<file path="src/sv/char_lcd_nibble_command_sequencer_defines.svh">
// ----------------------------------------------------------------------------
// Character LCD sequencer assertion macros
// Assertion shorthands for the bus sequencer module.
// ----------------------------------------------------------------------------
`ifndef CHAR_LCD_NIBBLE_COMMAND_SEQUENCER_DEFINES_SVH
`define CHAR_LCD_NIBBLE_COMMAND_SEQUENCER_DEFINES_SVH

// Same-cycle implication, checked outside reset.
`define CLCD_ASSERT_NOW(lbl, ante, cons, msg) \
  lbl: assert property (@(posedge clk) disable iff (rst) (ante) |-> (cons)) \
    else $error(msg);

// Next-cycle implication, checked outside reset.
`define CLCD_ASSERT_NEXT(lbl, ante, cons, msg) \
  lbl: assert property (@(posedge clk) disable iff (rst) (ante) |=> (cons)) \
    else $error(msg);

`endif

</file>
<file path="src/sv/clcd_pkg.sv">
// ----------------------------------------------------------------------------
// Character LCD sequencer package
// Request codes, instruction bytes, queue entry type and row offsets.
// ----------------------------------------------------------------------------
package clcd_pkg;

  localparam int TICK_W = 22;
  localparam int HOLD_W = 23;
  localparam int STEP_W = 5;
  localparam int QUEUE_DEPTH = 2;
  localparam int COLUMNS_DEFAULT = 20;
  localparam int ROWS_DEFAULT = 4;

  // Configuration register indexes.
  localparam logic [1:0] REG_PULSE   = 2'd0;
  localparam logic [1:0] REG_COMMAND = 2'd1;
  localparam logic [1:0] REG_CLEAR   = 2'd2;

  localparam logic [TICK_W-1:0] PULSE_RESET   = 22'd500;
  localparam logic [TICK_W-1:0] COMMAND_RESET = 22'd50000;
  localparam logic [TICK_W-1:0] CLEAR_RESET   = 22'd1500000;

  typedef enum logic [3:0] {
    CMD_INIT          = 4'd0,
    CMD_CLEAR         = 4'd1,
    CMD_HOME          = 4'd2,
    CMD_ENTRY         = 4'd3,
    CMD_DISPLAY       = 4'd4,
    CMD_CURSOR_SHIFT  = 4'd5,
    CMD_DISPLAY_SHIFT = 4'd6,
    CMD_POSITION      = 4'd7,
    CMD_DDRAM         = 4'd8,
    CMD_CGRAM         = 4'd9,
    CMD_DATA          = 4'd10,
    CMD_FUNCTION_SET  = 4'd11
  } cmd_t;

  // Instruction bytes and bases.
  localparam logic [7:0] INS_CLEAR         = 8'h01;
  localparam logic [7:0] INS_HOME          = 8'h02;
  localparam logic [7:0] INS_ENTRY         = 8'h04;
  localparam logic [7:0] INS_ENTRY_INIT    = 8'h06;
  localparam logic [7:0] INS_DISPLAY       = 8'h08;
  localparam logic [7:0] INS_DISPLAY_ON    = 8'h0C;
  localparam logic [7:0] INS_CURSOR_SHIFT  = 8'h10;
  localparam logic [7:0] INS_DISPLAY_SHIFT = 8'h18;
  localparam logic [7:0] INS_FUNCTION_SET  = 8'h2A;
  localparam logic [7:0] INS_CGRAM         = 8'h40;
  localparam logic [7:0] INS_DDRAM         = 8'h80;

  // Wake-up nibbles of the init sequence.
  localparam logic [3:0] NIB_WAKE      = 4'h3;
  localparam logic [3:0] NIB_WAKE_LAST = 4'h2;

  // Wake-up phase count of init, and last step index of full init and of one byte.
  localparam logic [STEP_W-1:0] WAKE_PHASES    = 5'd8;
  localparam logic [STEP_W-1:0] INIT_LAST_STEP = 5'd23;
  localparam logic [STEP_W-1:0] BYTE_LAST_STEP = 5'd3;

  // Index of the clear instruction among the four init bytes.
  localparam logic [1:0] INIT_CLEAR_SLOT = 2'd2;

  // One classified request waiting for the bus sequencer.
  typedef struct packed {
    logic       init;
    logic       rs;
    logic       clear_wait;
    logic [7:0] data;
  } job_t;

  // DDRAM start address of each screen row.
  function automatic logic [6:0] row_offset(input logic [1:0] idx);
    logic [6:0] r;
    unique case (idx)
      2'd0: r = 7'h00;
      2'd1: r = 7'h40;
      2'd2: r = 7'h14;
      2'd3: r = 7'h54;
      default: r = 7'h00;
    endcase
    return r;
  endfunction

endpackage

</file>
<file path="src/sv/clcd_if.sv">
// ----------------------------------------------------------------------------
// Character LCD sequencer channels
// Request channel and bus phase channel, each with valid and ready.
// ----------------------------------------------------------------------------
interface clcd_req_if;
  logic       valid;
  logic       ready;
  logic [3:0] command;
  logic [2:0] row;
  logic [4:0] column;
  logic [7:0] value;
  logic       flag_a;
  logic       flag_b;
  logic [1:0] cursor_mode;

  modport source (output valid, command, row, column, value, flag_a, flag_b,
                  cursor_mode, input ready);
  modport sink (input valid, command, row, column, value, flag_a, flag_b,
                cursor_mode, output ready);
endinterface

interface clcd_phase_if;
  logic        valid;
  logic        ready;
  logic        register_select;
  logic        enable;
  logic [3:0]  nibble;
  logic [22:0] hold_time;
  logic        last;

  modport source (output valid, register_select, enable, nibble, hold_time,
                  last, input ready);
  modport sink (input valid, register_select, enable, nibble, hold_time, last,
                output ready);
endinterface

</file>
<file path="src/sv/clcd_front.sv">
// ----------------------------------------------------------------------------
// Character LCD request decoder
// Accepts requests, builds the instruction byte and queues a job; requests
// that produce no bus traffic are taken and dropped.
// ----------------------------------------------------------------------------
module clcd_front #(
  parameter int COLUMNS = clcd_pkg::COLUMNS_DEFAULT,
  parameter int ROWS    = clcd_pkg::ROWS_DEFAULT
) (
  clcd_req_if.sink      req,
  input  logic          full,
  output logic          push,
  output clcd_pkg::job_t push_job
);
  import clcd_pkg::*;

  localparam logic [5:0] ColMax = 6'(COLUMNS);
  localparam logic [2:0] RowMax = 3'(ROWS);

  logic       keep;
  logic       pos_ok;
  logic [1:0] row_idx;
  logic [6:0] pos_addr;

  // Screen position to DDRAM address.
  assign pos_ok = (req.row != 3'd0) && (req.row <= RowMax) &&
                  (req.column != 5'd0) && ({1'b0, req.column} <= ColMax);
  assign row_idx = 2'(req.row - 3'd1);
  assign pos_addr = 7'({2'b00, req.column}) - 7'd1 + row_offset(row_idx);

  // Classify the request into a queue entry.
  always_comb begin
    push_job = '0;
    keep = 1'b1;
    unique case (cmd_t'(req.command))
      CMD_INIT: begin
        push_job.init = 1'b1;
        push_job.data = INS_DISPLAY_ON | {6'b0, req.cursor_mode};
      end
      CMD_CLEAR: begin
        push_job.data = INS_CLEAR;
        push_job.clear_wait = 1'b1;
      end
      CMD_HOME: push_job.data = INS_HOME;
      CMD_ENTRY: push_job.data = INS_ENTRY | {6'b0, req.flag_a, req.flag_b};
      CMD_DISPLAY: push_job.data = INS_DISPLAY | {5'b0, req.flag_a, req.cursor_mode};
      CMD_CURSOR_SHIFT: push_job.data = INS_CURSOR_SHIFT | {5'b0, req.flag_a, 2'b00};
      CMD_DISPLAY_SHIFT: push_job.data = INS_DISPLAY_SHIFT | {5'b0, req.flag_a, 2'b00};
      CMD_POSITION: begin
        keep = pos_ok;
        push_job.data = INS_DDRAM | {1'b0, pos_addr};
      end
      CMD_DDRAM: push_job.data = INS_DDRAM | {1'b0, req.value[6:0]};
      CMD_CGRAM: begin
        keep = (req.value[7:3] == 5'd0);
        push_job.data = INS_CGRAM | {2'b00, req.value[2:0], 3'b000};
      end
      CMD_DATA: begin
        push_job.rs = 1'b1;
        push_job.data = req.value;
      end
      CMD_FUNCTION_SET: push_job.data = INS_FUNCTION_SET;
      default: keep = 1'b0;
    endcase
  end

  assign req.ready = !full;
  assign push = req.valid && !full && keep;

endmodule

</file>
<file path="src/sv/clcd_queue.sv">
// ----------------------------------------------------------------------------
// Character LCD job queue
// Short register queue between the decoder and the bus sequencer.
// ----------------------------------------------------------------------------
module clcd_queue (
  input  logic           clk,
  input  logic           rst,
  input  logic           push,
  input  clcd_pkg::job_t push_job,
  output logic           full,
  input  logic           pop,
  output logic           q_valid,
  output clcd_pkg::job_t q_job
);
  import clcd_pkg::*;

  localparam int PtrW = (QUEUE_DEPTH > 1) ? $clog2(QUEUE_DEPTH) : 1;
  localparam int CntW = $clog2(QUEUE_DEPTH + 1);
  localparam logic [PtrW-1:0] PtrLast = PtrW'(QUEUE_DEPTH - 1);
  localparam logic [CntW-1:0] CntFull = CntW'(QUEUE_DEPTH);

  job_t            entries [QUEUE_DEPTH];
  logic [PtrW-1:0] wptr;
  logic [PtrW-1:0] rptr;
  logic [CntW-1:0] count;
  logic            do_pop;

  assign full = (count == CntFull);
  assign q_valid = (count != '0);
  assign q_job = entries[rptr];
  assign do_pop = pop && q_valid;

  // Entry storage.
  always_ff @(posedge clk) begin
    if (push) begin
      entries[wptr] <= push_job;
    end
  end

  // Pointers and fill count.
  always_ff @(posedge clk) begin
    if (rst) begin
      wptr <= '0;
      rptr <= '0;
      count <= '0;
    end else begin
      if (push) begin
        wptr <= (wptr == PtrLast) ? '0 : wptr + 1'b1;
      end
      if (do_pop) begin
        rptr <= (rptr == PtrLast) ? '0 : rptr + 1'b1;
      end
      if (push && !do_pop) begin
        count <= count + 1'b1;
      end else if (!push && do_pop) begin
        count <= count - 1'b1;
      end
    end
  end

endmodule

</file>
<file path="src/sv/clcd_back.sv">
// ----------------------------------------------------------------------------
// Character LCD bus sequencer
// Holds the timing registers and turns each queued job into enable phases,
// one phase per cycle into a registered output stage while that stage is not stalled.
// ----------------------------------------------------------------------------
`include "char_lcd_nibble_command_sequencer_defines.svh"

module clcd_back (
  input  logic                         clk,
  input  logic                         rst,
  input  logic                         cfg_write,
  input  logic [1:0]                   cfg_index,
  input  logic [clcd_pkg::TICK_W-1:0]  cfg_data,
  input  logic                         q_valid,
  input  clcd_pkg::job_t               q_job,
  output logic                         q_pop,
  clcd_phase_if.source                 phase
);
  import clcd_pkg::*;

  logic [TICK_W-1:0] pulse_ticks;
  logic [TICK_W-1:0] command_ticks;
  logic [TICK_W-1:0] clear_ticks;

  job_t              job;
  logic              active;
  logic [STEP_W-1:0] step;
  logic [STEP_W-1:0] last_step;
  logic [STEP_W-1:0] byte_step;
  logic              emit;
  logic              is_last;

  logic              ph_en;
  logic [3:0]        ph_nibble;
  logic              ph_extra;
  logic              ph_clear;
  logic [7:0]        ph_byte;
  logic [HOLD_W-1:0] ph_hold;

  logic              out_valid;

  // Configuration registers.
  always_ff @(posedge clk) begin
    if (rst) begin
      pulse_ticks <= PULSE_RESET;
      command_ticks <= COMMAND_RESET;
      clear_ticks <= CLEAR_RESET;
    end else if (cfg_write) begin
      unique case (cfg_index)
        REG_PULSE: pulse_ticks <= cfg_data;
        REG_COMMAND: command_ticks <= cfg_data;
        REG_CLEAR: clear_ticks <= cfg_data;
        default: ;
      endcase
    end
  end

  assign last_step = job.init ? INIT_LAST_STEP : BYTE_LAST_STEP;
  assign is_last = (step == last_step);
  assign emit = active && (!out_valid || phase.ready);
  assign q_pop = !active || (emit && is_last);
  assign byte_step = step - WAKE_PHASES;

  // Phase contents for the current step.
  always_comb begin
    ph_byte = job.data;
    ph_clear = job.clear_wait;
    if (job.init && (step < WAKE_PHASES)) begin
      ph_en = !step[0];
      ph_nibble = (step[2:1] == 2'd3) ? NIB_WAKE_LAST : NIB_WAKE;
      ph_extra = step[0];
      ph_clear = 1'b0;
    end else begin
      if (job.init) begin
        unique case (byte_step[3:2])
          2'd0: ph_byte = INS_FUNCTION_SET;
          2'd1: ph_byte = job.data;
          2'd2: ph_byte = INS_CLEAR;
          2'd3: ph_byte = INS_ENTRY_INIT;
          default: ph_byte = job.data;
        endcase
        ph_clear = (byte_step[3:2] == INIT_CLEAR_SLOT);
      end
      ph_en = !step[0];
      ph_nibble = step[1] ? ph_byte[3:0] : ph_byte[7:4];
      ph_extra = (step[1:0] == 2'd3);
    end
    ph_hold = {1'b0, pulse_ticks};
    if (ph_extra) begin
      ph_hold = {1'b0, pulse_ticks} + {1'b0, (ph_clear ? clear_ticks : command_ticks)};
    end
  end

  // Job register and step counter.
  always_ff @(posedge clk) begin
    if (rst) begin
      active <= 1'b0;
      step <= '0;
    end else begin
      if (q_pop && q_valid) begin
        active <= 1'b1;
        step <= '0;
      end else if (emit && is_last) begin
        active <= 1'b0;
      end else if (emit) begin
        step <= step + 1'b1;
      end
    end
  end

  always_ff @(posedge clk) begin
    if (q_pop && q_valid) begin
      job <= q_job;
    end
  end

  // Output stage.
  always_ff @(posedge clk) begin
    if (rst) begin
      out_valid <= 1'b0;
    end else if (emit) begin
      out_valid <= 1'b1;
    end else if (phase.ready) begin
      out_valid <= 1'b0;
    end
  end

  always_ff @(posedge clk) begin
    if (emit) begin
      phase.register_select <= job.rs;
      phase.enable <= ph_en;
      phase.nibble <= ph_nibble;
      phase.hold_time <= ph_hold;
      phase.last <= is_last;
    end
  end

  assign phase.valid = out_valid;

  `CLCD_ASSERT_NOW(a_step_range, active, step <= last_step, "step beyond job end")
  `CLCD_ASSERT_NEXT(a_load_start, q_pop && q_valid, active && (step == '0), "job load did not restart")
  `CLCD_ASSERT_NEXT(a_idle_after, emit && is_last && !q_valid, !active, "job stayed active after last phase")

endmodule

</file>
<file path="src/sv/char_lcd_nibble_command_sequencer.sv">
// ----------------------------------------------------------------------------
// Character LCD nibble command sequencer
// Turns display requests into 4-bit enable bus phases with hold times.
// ----------------------------------------------------------------------------
// An accepted request passes the queue entry, the job register and the registered output stage.
// Throughput: one phase per cycle from the bus sequencer while the phase output is not stalled;
// a byte request is 4 phases and init is 24, as set by the step counter of the sequencer.
// Requests are taken while a two-entry job queue has room.
// Reset: synchronous; clears the queue and output, and loads 500, 50000 and 1500000 ticks.
module char_lcd_nibble_command_sequencer #(
  parameter int COLUMNS = clcd_pkg::COLUMNS_DEFAULT,
  parameter int ROWS    = clcd_pkg::ROWS_DEFAULT
) (
  input  logic                        clk,
  input  logic                        rst,
  input  logic                        cfg_write,
  input  logic [1:0]                  cfg_index,
  input  logic [clcd_pkg::TICK_W-1:0] cfg_data,
  clcd_req_if.sink                    req,
  clcd_phase_if.source                phase
);
  import clcd_pkg::*;

  logic full;
  logic push;
  job_t push_job;
  logic q_pop;
  logic q_valid;
  job_t q_job;

  // Request decoder.
  clcd_front #(
    .COLUMNS(COLUMNS),
    .ROWS(ROWS)
  ) u_front (
    .req(req),
    .full(full),
    .push(push),
    .push_job(push_job)
  );

  // Job queue.
  clcd_queue u_queue (
    .clk(clk),
    .rst(rst),
    .push(push),
    .push_job(push_job),
    .full(full),
    .pop(q_pop),
    .q_valid(q_valid),
    .q_job(q_job)
  );

  // Bus phase sequencer.
  clcd_back u_back (
    .clk(clk),
    .rst(rst),
    .cfg_write(cfg_write),
    .cfg_index(cfg_index),
    .cfg_data(cfg_data),
    .q_valid(q_valid),
    .q_job(q_job),
    .q_pop(q_pop),
    .phase(phase)
  );

endmodule
</file>
<file path="src/flat_wrapper.sv">
// flat-port wrapper written by rule: the top's interface ports become plain ports
module char_lcd_nibble_command_sequencer_flat import clcd_pkg::*;
#(
  parameter int COLUMNS = clcd_pkg::COLUMNS_DEFAULT,
  parameter int ROWS    = clcd_pkg::ROWS_DEFAULT
)
  (clk, rst, cfg_write, cfg_index, cfg_data, req_valid, req_command, req_row, req_column, req_value, req_flag_a, req_flag_b, req_cursor_mode, req_ready, phase_valid, phase_register_select, phase_enable, phase_nibble, phase_hold_time, phase_last, phase_ready);
  clcd_req_if req_i ();
  clcd_phase_if phase_i ();
  input  logic clk;
  input  logic rst;
  input  logic cfg_write;
  input  logic [1:0] cfg_index;
  input  logic [clcd_pkg::TICK_W-1:0] cfg_data;
  input wire logic [$bits(req_i.valid)-1:0] req_valid;
  input wire logic [$bits(req_i.command)-1:0] req_command;
  input wire logic [$bits(req_i.row)-1:0] req_row;
  input wire logic [$bits(req_i.column)-1:0] req_column;
  input wire logic [$bits(req_i.value)-1:0] req_value;
  input wire logic [$bits(req_i.flag_a)-1:0] req_flag_a;
  input wire logic [$bits(req_i.flag_b)-1:0] req_flag_b;
  input wire logic [$bits(req_i.cursor_mode)-1:0] req_cursor_mode;
  output wire logic [$bits(req_i.ready)-1:0] req_ready;
  output wire logic [$bits(phase_i.valid)-1:0] phase_valid;
  output wire logic [$bits(phase_i.register_select)-1:0] phase_register_select;
  output wire logic [$bits(phase_i.enable)-1:0] phase_enable;
  output wire logic [$bits(phase_i.nibble)-1:0] phase_nibble;
  output wire logic [$bits(phase_i.hold_time)-1:0] phase_hold_time;
  output wire logic [$bits(phase_i.last)-1:0] phase_last;
  input wire logic [$bits(phase_i.ready)-1:0] phase_ready;
  assign req_i.valid = req_valid;
  assign req_i.command = req_command;
  assign req_i.row = req_row;
  assign req_i.column = req_column;
  assign req_i.value = req_value;
  assign req_i.flag_a = req_flag_a;
  assign req_i.flag_b = req_flag_b;
  assign req_i.cursor_mode = req_cursor_mode;
  assign req_ready = req_i.ready;
  assign phase_valid = phase_i.valid;
  assign phase_register_select = phase_i.register_select;
  assign phase_enable = phase_i.enable;
  assign phase_nibble = phase_i.nibble;
  assign phase_hold_time = phase_i.hold_time;
  assign phase_last = phase_i.last;
  assign phase_i.ready = phase_ready;
  char_lcd_nibble_command_sequencer #(.COLUMNS(COLUMNS), .ROWS(ROWS)) u_core (.clk(clk), .rst(rst), .cfg_write(cfg_write), .cfg_index(cfg_index), .cfg_data(cfg_data), .req(req_i), .phase(phase_i));
endmodule
</file>
<file path="config.mk">
export PLATFORM = sky130hd
export DESIGN_NAME = char_lcd_nibble_command_sequencer_flat
export DESIGN_NICKNAME = d
export VERILOG_FILES = /design/src/sv/clcd_pkg.sv /design/src/sv/clcd_if.sv /design/src/sv/clcd_front.sv /design/src/sv/clcd_queue.sv /design/src/sv/clcd_back.sv /design/src/sv/char_lcd_nibble_command_sequencer.sv /design/src/flat_wrapper.sv
export VERILOG_INCLUDE_DIRS = /design/src /design/src/sv
export SDC_FILE = /design/constraint.sdc
export NUM_CORES = 1
export LEC_CHECK = 0
export BUFFER_PORTS_ARGS = -buffer_cell sky130_fd_sc_hd__buf_2
export CORE_MARGIN = 8
export CORE_UTILIZATION = 60
export DETAILED_ROUTE_END_ITERATION = 16
export PLACE_DENSITY = 0.82
export SYNTH_ARGS = -nofsm -noshare
export SYNTH_HDL_FRONTEND = slang
export SYNTH_HIERARCHICAL = 1
export SYNTH_SLANG_ARGS = --single-unit
</file>
<file path="constraint.sdc">
create_clock -name clk -period 8 [get_ports clk]
set_input_delay 0.4 -clock clk [delete_from_list [all_inputs] [get_ports clk]]
set_output_delay 0.4 -clock clk [all_outputs]
set_load 0.02 [all_outputs]
</file>
=== Word level (Yosys, flattened, before mapping) ===
Memory sizes are Yosys's and may differ from the RTL's. A register that Yosys moved wholly into a read port is not among the register bits.
Index checks and enable logic that the tools add are counted.
Widths: inputs -> output; s select.

* Memories: 1
* Bits in read-only memories: 0
* Input bits: 53
* Flip-flop bits (word level): 107
* Output and inout bits: 32
* Latch bits: 0
* Bits in writable memories: 22
* Word-level logic and storage cells: 116

* Eq/ne operators: 23
* Shift operators: 0
* Bitwise logic cells: 1
* Reductions and logical operators: 36
* $mul: 0
* Divide/modulo/power cells: 0
* Multiplexer cells: 27
* $lt $le $gt $ge: 3
* $add $sub $neg: 10

{| class="wikitable"
|+ Memory list
! memory !! words !! bits a word !! rd ports !! clocked after memory_dff !! write ports !! line !! source
|-
| u_core.u_queue.entries || 2 || 11 || 1 || 1 || 1 || clcd_queue.sv:22 || <nowiki>job_t entries [QUEUE_DEPTH];</nowiki>
|}

{| class="wikitable"
|+ Operators with widths
! cell !! number
|-
| $pmux 8 s12 || 1
|-
| $mux 22 || 2
|-
| $pmux 8 s4 || 1
|-
| $pmux 7 s4 || 1
|-
| $add 22x22->23 || 1
|-
| $eq 2x2->1 const B || 8
|-
| $eq 4x3->1 const B || 4
|-
| $eq 4x4->1 const B || 4
|-
| $mux 1 || 15
|-
| $logic_and 1x1->1 || 11
|-
| $reduce_or 10->1 || 1
|-
| $eq 4x2->1 const B || 2
|-
| $mux 4 || 2
|-
| $mux 8 || 1
|-
| $reduce_and 2->1 || 4
|-
| $reduce_bool 2->1 || 4
|-
| $add 7x7->7 || 1
|-
| $eq 2x1->1 const B || 3
|-
| $logic_not 1->1 || 6
|-
| $logic_not 2->1 || 3
|-
| $sub 5x1->6 const B || 1
|-
| $add 5x1->5 const B || 1
|-
| $eq 5x5->1 || 1
|-
| $le 5x5->1 const B || 1
|-
| other kinds (17) || 21
|}

=== Longest topological paths before layout ===
Gate-level depths: netlist of the first run.

* Depth after elaboration: 10
* Gate-level depth with buffers: 13
* Mapped depth without buffers: 11

=== Hierarchy ===
The synthesis of the first run kept the hierarchy.

{| class="wikitable"
|+ Modules (own cells, without submodules)
! module !! area an instance (um^2) !! times used !! cells an instance !! sequential area each (um^2)
|-
| clcd_back || 5,878.1 || 1 || 659 || 2,692.6
|-
| clcd_queue || 1,001.0 || 1 || 56 || 760.7
|-
| clcd_front || 551.8 || 1 || 86 || 0.0
|}

=== Worst setup path before layout of the first run ===
OpenSTA, ideal clock, no wires.

* Path kind: register -> register
* From: register, netlist name u_core/u_back/job[10]
* To: register u_core.u_back.phase.hold_time[12], data pin
* Period minus slack after synthesis: 3,417 ps
* Library setup time: 268 ps
* Required time: 7,732 ps
* Setup slack: 4,583 ps
* Data arrival time: 3,149 ps
* Stages on the path, launching flop included: 13
* Path through: edfxtp_1 -> clkbuf_2 -> a31oi_1 -> clkbuf_1 -> mux2_2 -> ha_1 -> fa_1 -> a21o_1 -> a311o_1 -> a21oi_1 -> o21bai_1 -> xnor2_1 -> o21ai_0

* Longest elaborated chain between the ends: 5
* Elaborated cells on any way between the ends: 7

{| class="wikitable"
|+ RTL lines
! what !! line !! source
|-
| $mux 1 or $logic_and 1x1->1 (tied branches) || clcd_back.sv:74, clcd_back.sv:68 ||
|-
| $mux 1 || clcd_back.sv:68 || <nowiki>if (job.init && (step < WAKE_PHASES)) begin</nowiki>
|-
| $mux 22 || clcd_back.sv:90 || <nowiki>ph_hold = {1'b0, pulse_ticks} + {1'b0, (ph_clear ? clear_ticks : command_ticks)};</nowiki>
|-
| $add 22x22->23 || clcd_back.sv:90 ||
|-
| $mux 22 (*) || clcd_back.sv:89 || <nowiki>if (ph_extra) begin</nowiki>
|-
| net u_core.u_back.ph_hold[12] || clcd_back.sv:38 || <nowiki>logic [HOLD_W-1:0] ph_hold;</nowiki>
|-
| to (signal assigned) || clcd_back.sv:133 || <nowiki>phase.hold_time <= ph_hold;</nowiki>
|-
| to (decl) || clcd_if.sv:31 || <nowiki>modport source (output valid, register_select, enable, nibble, hold_time,</nowiki>
|}

Mark *: on every way through the listed nets, which the timed path passes. The rest lies on a longest branch.
A chain may end at the register's enable or synchronous reset.

=== Worst setup path after layout of the first run ===
* From: register u_core.u_back.step[3]
* To: register u_core.u_back.phase.hold_time[12], data pin

* Longest elaborated chain between the ends: 7
* Elaborated cells on any way between the ends: 10

{| class="wikitable"
|+ RTL lines
! what !! line !! source
|-
| from (decl) || clcd_back.sv:27 || <nowiki>logic [STEP_W-1:0] step;</nowiki>
|-
| from (signal assigned) || clcd_back.sv:106 || <nowiki>step <= step + 1'b1;</nowiki>
|-
| $sub 4x4->4 || clcd_back.sv:62 || <nowiki>assign byte_step = step - WAKE_PHASES;</nowiki>
|-
| $eq 2x2->1 || clcd_back.sv:82 || <nowiki>ph_clear = (byte_step[3:2] == INIT_CLEAR_SLOT);</nowiki>
|-
| $mux 1 || clcd_back.sv:74 || <nowiki>if (job.init) begin</nowiki>
|-
| $mux 1 || clcd_back.sv:68 ||
|-
| $mux 22 || clcd_back.sv:90 ||
|-
| $add 22x22->23 || clcd_back.sv:90 ||
|-
| $mux 22 (*) || clcd_back.sv:89 ||
|-
| net u_core.u_back.ph_hold[12] || clcd_back.sv:38 ||
|}

Marked as above.

==> results.md, run 1 <==
* Status: completed
* Most frequent cells in the layout: nand2_1 (180), buf_2 (84), a21oi_1 (82)
* Comb pwr share at 0.248
* Drt first pass iters at 6
* Syn. warnings at 6
* CTS buffer count at 17
* R2R Setup Slk at 4.23 ns
* Most common cell after layout, fill and taps aside: nand2_1
* Max Freq at 0.265 GHz
* ANT nets after route at 0
* Hold Path Class: input pin to flop
* Net count after synthesis at 887
* Wire length per cell at 18.5 µm
* Via-to-Cell Ratio at 6.03
* Fill count at 894
* Synth Area in Simple Gates at 0.206
* Root Buffer: clkbuf_16
* Iteration-0 DRC Markers at 588
* Die ar. at 16,200 µm²
* Reg2Reg Depth at 12
* CTS clk-pin slew, worst paths at 0.06 ns
* Largest net degree at the start of global routing at 75
* R2R Path End: u_core/u_back/phase.hold_time[12]
* Hold Vio Cnt, Final at 0
* XOR/XNOR Fraction of Synth Area at 0.0271
* Power Dens Cells at 273 nW/µm²
* CP required at 8.16 ns
* Setup TNS at 0 ns
* Max-slew violations at 0
* Gpl congestion at 0.923
* GRT Util Overall at 0.239
* Post-Syn Area per Cell at 9.28 µm²
* Clock buffer depth at 2
* H-tree depth at 4
* Relative slew slack at 0.299
* Synthesized cell area at 7430 µm²
* CP cell instances: nor2_1, a31oi_2, buf_4, mux2_2, ha_1, fa_1, a21o_1, a311o_1, a21oi_1, o21bai_1, xnor2_1, o21ai_0
* Post-synth ARST share at 0
* CP startpoint kind: flop
* # diodes at 0
* Yosys reg bits at 141
* WHS at 0.225 ns
* Min-delay src: cfg_data[8]
* Endpoint, Worst Hold: u_core/u_back/command_ticks[8]
* Total Power at 0.00233 W
* Leak at 3.41 nW
* Worst Max-Slew Pin Slew at 1.05 ns
* Die Width at 127 µm
* R2R Path Start: u_core/u_back/step[3]
* Worst Hold Depth at 3
* HPWL after detailed placement at 13,400 µm
* Post-synth cell types at 71
* Crit. End Element: flop
* Initial antenna violation count at 0
* Cell family with most CP delay: compound AO/OA/AOI/OAI gates
* Worst vdd ir at 0.262 mV
* Post-Route WL at 19,300 µm
* Die extent in y at 127 µm
* Resize count post-CTS at 0
* Switching share of power at 0.315
* Clock Latency Late Sink at 0.42 ns
* Vias in the first global route at 6,436
* Share of cells above drive strength 1 at 0.195
* Net Switching at 0.000732 W
* Crit-path max cell delay at 0.52 ns
* Clock power share at 0.350
* DRC at 0
* Bufs and invs on worst path at 1
* Crit-path slowest cell: dfxtp_1
* Placeable core area at 12,100 µm²
* Int Power at 0.00159 W
* # rows at 40
* Vias at 6,312
* Ys flop type: dfxtp_1
* Post-synthesis cell count at 801
* CP Class: flop to flop
* Sequential share of power at 0.402
* Post-synthesis mux area share at 0.0615
* First-pass GRT wire length at 30,900 µm
* Compound-Gate Fraction of Synth Area at 0.150
* Main combinational cell family by area after synthesis: simple AND/OR/NAND/NOR gates
* Number of I/O pins at 85
* Port bufs at 84
* CTS tree: built
* Max_cap viols at 0
* Final Critical Period at 3.77 ns
* Post-CTS Setup Inserts at 0
* Final setup vio count at 0
* Unrepaired setup endpoints after global routing: no
* Count of clock tree sinks at 141
* Fin util at 0.707
* WP data arrival at 3.93 ns
* EDFF count, synth at 63
* Initial core utilization at 0.616
* Grt ovf at 0
* Layout Nets at 951
* Adder-cell area share of the yosys netlist at 0.0566
* Crit share post-route at 0.471
* P&R area growth vs syn at 14.8%
* Post-CTS Hold Fix Bufs at 0
* Sequential fraction of the synthesis area at 0.465
* Layout Skew at 0.00497 ns
* Largest fanout on the critical path at 22
stage by stage:
step           setup WS, ns  cell area [µm²]  std cells
4_1_cts                4.32             8530       1046
2_1_floorplan          4.58             7430        801
3_5_place_dp           4.36             7920       1014
6_report               4.23             8530       1046
3_3_place_gp           4.48             7920       1014
5_1_grt                4.09             8530       1046
cell type report:
type	instances	area, µm²	area share
Clock buffer	17	425	0.0499
Clock inverter	15	189	0.0221
Inverter	17	63.8	0.00748
Multi-Input combinational cell	599	3730	0.438
Sequential cell	141	3450	0.405
Tap cell	168	210	0.0246
Timing Repair Buffer	89	458	0.0537
cell usage after synthesis, types with 5 or more instances:
cell | n | share of area
edfxtp_1 | 63 | 0.25
nor2_1 | 38 | 0.019
o22ai_1 | 6 | 0.0051
xor2_1 | 13 | 0.015
ha_1 | 32 | 0.054
o31ai_1 | 6 | 0.0061
mux2_2 | 34 | 0.052
and2_1 | 6 | 0.0051
dfxtp_1 | 78 | 0.21
nand2b_1 | 12 | 0.010
nand2_1 | 180 | 0.091
clkbuf_1 | 31 | 0.016
mux2i_1 | 6 | 0.0081
xnor2_1 | 10 | 0.012
a21o_1 | 11 | 0.011
nand3_1 | 11 | 0.0074
nand4_1 | 5 | 0.0042
a31oi_1 | 7 | 0.0059
nor3_1 | 14 | 0.0094
o21ai_0 | 21 | 0.014
a21oi_1 | 82 | 0.055
inv_1 | 17 | 0.0086
nor2b_1 | 9 | 0.0076
nand3b_1 | 24 | 0.024
buf_2 | 8 | 0.0054
power by group through the flow:
| stage | Clock [W] | Sequential (W) | Combinational, W |
|---|---|---|---|
| final | 0.000813 | 0.000934 | 0.000578 |
| after global routing | 0.000854 | 0.000945 | 0.000623 |
| after CTS | 0.000820 | 0.000935 | 0.000575 |
| after detailed placement | 0 | 0.000949 | 0.000569 |
| after global placement | 0 | 0.000943 | 0.000552 |
| after floorplan | 0 | 0.000979 | 0.000370 |
metal layers:
| metal | global-route usage | wire, µm | vias to the layer above |
|---|---|---|---|
| li1 | - | - | 2984 |
| met1 | 0.253 | 7650 | 3047 |
| met2 | 0.432 | 9900 | 228 |
| met3 | 0.0553 | 959 | 53 |
| met4 | 0.129 | 799 | 0 |
| met5 | 0 | 0 | - |
cells by family after synthesis:
family	after synthesis
and+or+nand+nor	325
AOI/OAI and AO/OA	177
DFF	141
buffers and inverters	61
muxes	41
adders and majority gates	33
xor gates and xnor gates	23
worst min-delay path: cells and delay by family:
| family | cells | cell delay [ns] |
|---|---|---|
| and+or+nand+nor | 2 | 0.11 |
| buffers and inverters | 1 | 0.10 |
sequential cells by signal (all words and copies together), names as in the netlist, named ones only:
name	flops
u_core/u_back/phase.hold_time	23
u_core/u_back/clear_ticks	22
u_core/u_back/command_ticks	22
u_core/u_back/pulse_ticks	22
u_core/u_queue/entries	22
u_core/u_back/job	11
u_core/u_back/step	5
u_core/u_back/phase.nibble	4
u_core/u_queue/count	2
u_core/u_back/active	1
u_core/u_back/phase.enable	1
u_core/u_back/phase.last	1
u_core/u_back/phase.register_select	1
u_core/u_back/phase.valid	1
u_core/u_queue/rptr	1
u_core/u_queue/wptr	1
worst max path at each step:
stage | start | end | slack [ns] | depth (start not counted)
after global placement | u_core/u_back/step[2] | u_core/u_back/phase.hold_time[14] | 4.48 | 12
after floorplan | u_core/u_back/job[10] | u_core/u_back/phase.hold_time[12] | 4.58 | 12
after global routing | u_core/u_back/step[2] | u_core/u_back/phase.hold_time[11] | 4.09 | 11
after detailed placement | u_core/u_back/step[2] | u_core/u_back/phase.hold_time[12] | 4.36 | 12
final | u_core/u_back/step[3] | u_core/u_back/phase.hold_time[12] | 4.23 | 12
after CTS | u_core/u_back/step[3] | u_core/u_back/phase.hold_time[11] | 4.32 | 11
(Power assumes the default switching activity.)
==> inputs of run 2 (changes only) <==
Settings changed: ABC_AREA set to 1, CORE_UTILIZATION 60 to 54, PLACE_DENSITY 0.82 to 0.77.
Clock period 8 ns to 3.03 ns, I/O delays scaled along.
==> results.md, run 2 <==
* Status: completed
* Post-synth cell types at 42
* P&R area growth vs syn at 18.4%
* Placeable core area at 13,900 µm²
* Layout Nets at 1,195
* Die extent in y at 136 µm
* Worst Max-Slew Pin Slew at 0.811 ns
* Vias in the first global route at 6,281
* Most common cell after layout, fill and taps aside: nand2_1
* Top reg by flops: u_core/u_back/phase.hold_time
* CP startpoint kind: flop
* Leading area contributor after synthesis: edfxtp_1
* DRC at 0
* Worst vdd ir at 0.386 mV
* # rows at 43
* Sequential fraction of the synthesis area at 0.447
* Die Width at 136 µm
* Post-synthesis mux area share at 0.0355
* Iteration-0 DRC Markers at 840
* Cell family with most CP delay: simple AND/OR/NAND/NOR gates
* Synth cell count leaders: nand2_1 (278), nor2_1 (118), inv_1 (113)
* Crit-path slowest cell: edfxtp_1
* Crit share post-route at 0.954
* Grt ovf at 0
* Post-synth ARST share at 0
* Int Power at 0.00435 W
* Max Freq at 0.346 GHz
* Unrepaired setup endpoints after global routing: yes
* Max-slew violations at 0
* Largest net degree at the start of global routing at 64
* Hold Path Class: input pin to flop
* Setup TNS at 0 ns
* Initial core utilization at 0.555
* CP Class: flop to flop
* Vias at 6,922
* Leak at 4.40 nW
* EDFF count, synth at 63
* Root Buffer: clkbuf_16
* Fill count at 1,164
* Largest fanout on the critical path at 13
* Bufs and invs on worst path at 1
* Wire length per cell at 14.8 µm
* Relative slew slack at 0.459
* Layout Skew at 0.00970 ns
* H-tree depth at 4
* Cell area after layout at 9150 µm²
* Crit. End Element: flop
* Net Switching at 0.00252 W
* Syn. warnings at 6
* First-pass GRT wire length at 30,800 µm
* Synth Area in Simple Gates at 0.278
* Main combinational cell family by area after synthesis: simple AND/OR/NAND/NOR gates
* CTS tree: built
* Sequential share of power at 0.380
* ANT nets after route at 0
* Adder-cell area share of the yosys netlist at 0.0544
* Via-to-Cell Ratio at 5.32
* Comb pwr share at 0.355
* CP cell instances: nand2_4, inv_2, nand2_2, nand2_4, nand2_4, mux2_2, ha_1, nand2_1, nor2_1, and2_1, nand3_1, nand3_1, nand2_1, nand3_2, nand2_1
* Most common cell in the netlist: nand2_1
* Net count after synthesis at 1,080
* Post-synthesis cell count at 994
* HPWL after detailed placement at 13,700 µm
* Post-Route WL at 19,200 µm
* Port bufs at 84
* Switching share of power at 0.367
* Synth top area cells: edfxtp_1 (24%), dfxtp_1 (20%), nand2_1 (14%)
* Most frequent cells in the layout: nand2_1 (277), nor2_1 (116), inv_1 (112)
* Number of I/O pins at 85
* Post-Syn Area per Cell at 7.78 µm²
* Clock buffer depth at 2
* Drt first pass iters at 7
* Gpl congestion at 0.948
* Clock power share at 0.265
* CTS buffer count at 17
* Initial antenna violation count at 0
* Synthesized cell area at 7730 µm²
* Power Dens Cells at 751 nW/µm²
* WP data arrival at 3.06 ns
* CP required at 3.20 ns
* Final Critical Period at 2.89 ns
* Max_cap viols at 0
* Post-synth top area share at 0.245
* Count of clock tree sinks at 141
* CTS clk-pin slew, worst paths at 0.06 ns
* Yosys reg bits at 141
* Ys flop type: dfxtp_1
* Final setup vio count at 0
* Clock Latency Late Sink at 0.42 ns
* # diodes at 0
* Crit-path max cell delay at 0.44 ns
* Die ar. at 18,400 µm²
* Post-DP Area at 8350 µm²
* XOR/XNOR Fraction of Synth Area at 0.0159
* Hold Vio Cnt, Final at 0
* Compound-Gate Fraction of Synth Area at 0.0890
* Max reg flops at 23
* Share of cells above drive strength 1 at 0.180
* GRT Util Overall at 0.211
==> run 2: tightest hold or removal path, cell delays in order <==
cell    delay, ns
buf_2        0.12
nor2_1       0.05
nor2_1       0.08
==> run 2: timing repair <==
action | CTS | global route
hold buffers | 21 | 0
hold endpoints to repair | 40 | 0
endpoints found under the setup margin | 0 | 16
gates resized for setup | 0 | 16
buffers inserted | 0 | 1
==> run 2: worst paths after layout <==
check	from	to	slack, ns	cells past startpoint
setup / recovery	u_core/u_back/job[10]	u_core/u_back/phase.hold_time[19]	0.14	15
hold / removal	cfg_data[1]	u_core/u_back/pulse_ticks[1]	0.03	3
setup reg to reg	u_core/u_back/job[10]	u_core/u_back/phase.hold_time[19]	0.14	15
hold reg to reg	u_core/u_back/job[9]	u_core/u_back/phase.register_select	0.43	0
==> run 2: cell families after synthesis <==
logic type / after synthesis
and+or+nand+nor: 505
DFF: 141
AOI/OAI and AO/OA: 127
adders and majority gates: 33
xor gates and xnor gates: 14
buffers and inverters: 153
muxes: 21
==> run 2: final cells by class <==
cell class	count	area, µm²	area share
Multi-Input combinational cell	702	3730	0.408
Clock buffer	20	447	0.0488
Tap cell	180	225	0.0246
Sequential cell	141	3450	0.378
Inverter	127	482	0.0527
Timing Repair Buffer	120	743	0.0812
Clock inverter	11	67.6	0.00739
==> run 2: layer usage <==
layer	global-route usage	wire (µm)	up-vias
met5	0	0	-
met2	0.307	8310	335
met3	0.0501	1910	27
met4	0.0629	261	0
li1	-	-	3454
met1	0.301	8760	3106
==> run 2: through the flow <==
step	hold slack, ns	util	worst slack, ns	total power [W]	instances
2_1_floorplan	0.221	-	0.332	0.00435	994
3_3_place_gp	0.385	0.599	0.0517	0.00488	1246
3_5_place_dp	0.397	0.599	0.0268	0.00491	1246
4_1_cts	0.0147	0.651	0.00170	0.00677	1298
5_1_grt	0.0270	0.656	-0.00388	0.00725	1301
6_report	0.0284	0.656	0.138	0.00687	1301
==> run 2: power by group through the flow <==
stage               combinational [W]  clock (W)  sequential [W]
floorplan                     0.00160          0         0.00275
global placement              0.00225          0         0.00263
detailed placement            0.00228          0         0.00264
CTS                           0.00232    0.00184         0.00260
global route                  0.00269    0.00192         0.00264
finish                        0.00244    0.00182         0.00261
==> inputs of run 3 (changes only) <==
--- a/config.mk
+++ b/config.mk
@@ -13,4 +13,5 @@
 export DETAILED_ROUTE_END_ITERATION = 16
 export PLACE_DENSITY = 0.77
+export SLEW_MARGIN = 20
 export SYNTH_ARGS = -nofsm -noshare
 export SYNTH_HDL_FRONTEND = slang
==> constraint.sdc (replaced) <==
create_clock -name clk -period 3.03 [get_ports clk]
set_input_delay 0.606 -clock clk [delete_from_list [all_inputs] [get_ports clk]]
set_output_delay 0.606 -clock clk [all_outputs]
set_load 0.005 [all_outputs]
==> results.md, run 3 (same netlist as run 2, synthesis figures left out) <==
* CP startpoint kind: flop
* Clock Latency Late Sink at 0.43 ns
* Finished Layout Cells at 1,282
* HPWL after detailed placement at 13,500 µm
* WP data arrival at 3.10 ns
* Vias at 6,769
* CP Class: flop to flop
* ANT nets after route at 0
* Final Critical Period at 2.92 ns
* Share of cells above drive strength 1 at 0.196
* Root Buffer: clkbuf_16
* Max Freq at 0.343 GHz
* Top reg by flops: u_core/u_back/phase.hold_time
* Post-Route WL at 18,900 µm
* Layout Skew at 0.00545 ns
* Port bufs at 84
* Placeable core area at 13,900 µm²
* Leak at 4.37 nW
* Final setup vio count at 0
* Vias in the first global route at 6,267
* Max_cap viols at 0
* Grt ovf at 0
* H-tree depth at 4
* Largest net degree at the start of global routing at 59
* CTS tree: built
* Total Power at 0.00708 W
* Die extent in y at 136 µm
* Most used cell, CP: nand2_1
* Iteration-0 DRC Markers at 818
* Crit share post-route at 0.963
* Number of I/O pins at 85
* Fill count at 1,139
* Most common cell after layout, fill and taps aside: nand2_1
* CTS buffer count at 17
* Most frequent cells in the layout: nand2_1 (275), inv_1 (113), nor2_1 (110)
* Fin util at 0.655
* Max reg flops at 23
* First-pass GRT wire length at 30,300 µm
* Worst vdd ir at 0.422 mV
* P&R area growth vs syn at 18.0%
* Crit-path max cell delay at 0.43 ns
* CP required at 3.21 ns
* # diodes at 0
* Placed Cells at 1,244
* Hold Vio Cnt, Final at 0
* Worst Max-Slew Pin Slew at 0.826 ns
* Drt first pass iters at 5
* Count of clock tree sinks at 141
* CP cell instances: nand2_4, inv_2, nand2_2, nand2_4, nand2_8, buf_6, mux2_2, ha_2, nand2_1, nor2_2, and2_1, nand3_1, nand3_1, nand2_1, nand3_2, nand2_1
* Crit-path slowest cell: edfxtp_1
* Initial antenna violation count at 0
* Relative slew slack at 0.449
* CTS clk-pin slew, worst paths at 0.06 ns
* Power Dens Cells at 777 nW/µm²
* Gpl congestion at 0.905
* Initial core utilization at 0.555
* Status: completed
* Largest fanout on the critical path at 6
* DRC at 0
* Clock buffer depth at 2
* # rows at 43
* Die Width at 136 µm
* Hold Path Class: input pin to flop
* Wire length per cell at 14.7 µm
* Crit. End Element: flop
* Die ar. at 18,400 µm²
* GRT Util Overall at 0.208
* Layout Nets at 1,175
* Max-slew violations at 0
* Via-to-Cell Ratio at 5.28
[run 3: cell types whose count changed in the layout (fill, tap and decap cells not counted), sizes merged]
cell	delta
buf	+2
bufinv	+2
clkbuf	+1
dlygate4sd3	-21
inv	-2
nand2	-1
[run 3: cell type report]
cell class	count	area, µm²	share of cell area
Clock inverter	11	126	0.0139
Timing Repair Buffer	101	564	0.0619
Inverter	127	482	0.0528
Sequential cell	141	3450	0.379
Clock buffer	21	494	0.0542
Tap cell	180	225	0.0247
Multi-Input combinational cell	701	3770	0.414
[run 3: power by group]
group / leakage (nW) / total, W / switching, W / internal [W]
combinational: 2.82 / 0.00234 / 0.00143 / 0.000908
sequential: 1.23 / 0.00260 / 0.000165 / 0.00244
clock: 0.311 / 0.00214 / 0.000800 / 0.00134
total: 4.37 / 0.00708 / 0.00240 / 0.00468
[run 3: stage by stage]
stage	setup WS (ns)	instance area (µm²)	hold slack, ns	setup TNS, ns
final	0.111	9120	0.416	0
after global routing	-0.0175	9120	0.412	-0.0309
after CTS	0.000358	8990	0.405	0
after detailed placement	0.0113	8340	0.429	0
after global placement	0.0649	8340	0.411	0
after floorplan	0.232	7730	0.400	0
[run 3: timing repair]
action                     in CTS  in global routing
hold buffers                    0                  0
resized for setup               4                 24
pin swaps                       1                  4
cloned                          1                  0
setup endpoints to repair       1                 17
buffers inserted                2                  3
[run 3: per-layer routing]
| layer | track usage | vias up | wire (µm) |
|---|---|---|---|
| li1 | - | 3422 | - |
| met2 | 0.293 | 286 | 7880 |
| met1 | 0.295 | 3031 | 8900 |
| met5 | 0 | - | 0 |
| met3 | 0.0571 | 30 | 1770 |
| met4 | 0.0765 | 0 | 346 |
[run 3: critical path: cells and delay by family, from the launching register on]
family	cells	cell delay, ns
fa+ha+maj	1	0.38
buf+inv	2	0.20
flops	1	0.43
mux	1	0.34
simple gates	12	1.32
[run 3: path summary, 6_finish.rpt]
check | startpoint | depth (start not counted) | end | slack [ns]
setup / recovery | u_core/u_back/job[10] | 16 | u_core/u_back/phase.hold_time[19] | 0.11
hold / removal | cfg_data[20] | 3 | u_core/u_back/clear_ticks[20] | 0.42
setup reg to reg | u_core/u_back/job[10] | 16 | u_core/u_back/phase.hold_time[19] | 0.11
hold reg to reg | u_core/u_back/job[9] | 0 | u_core/u_back/phase.register_select | 0.43
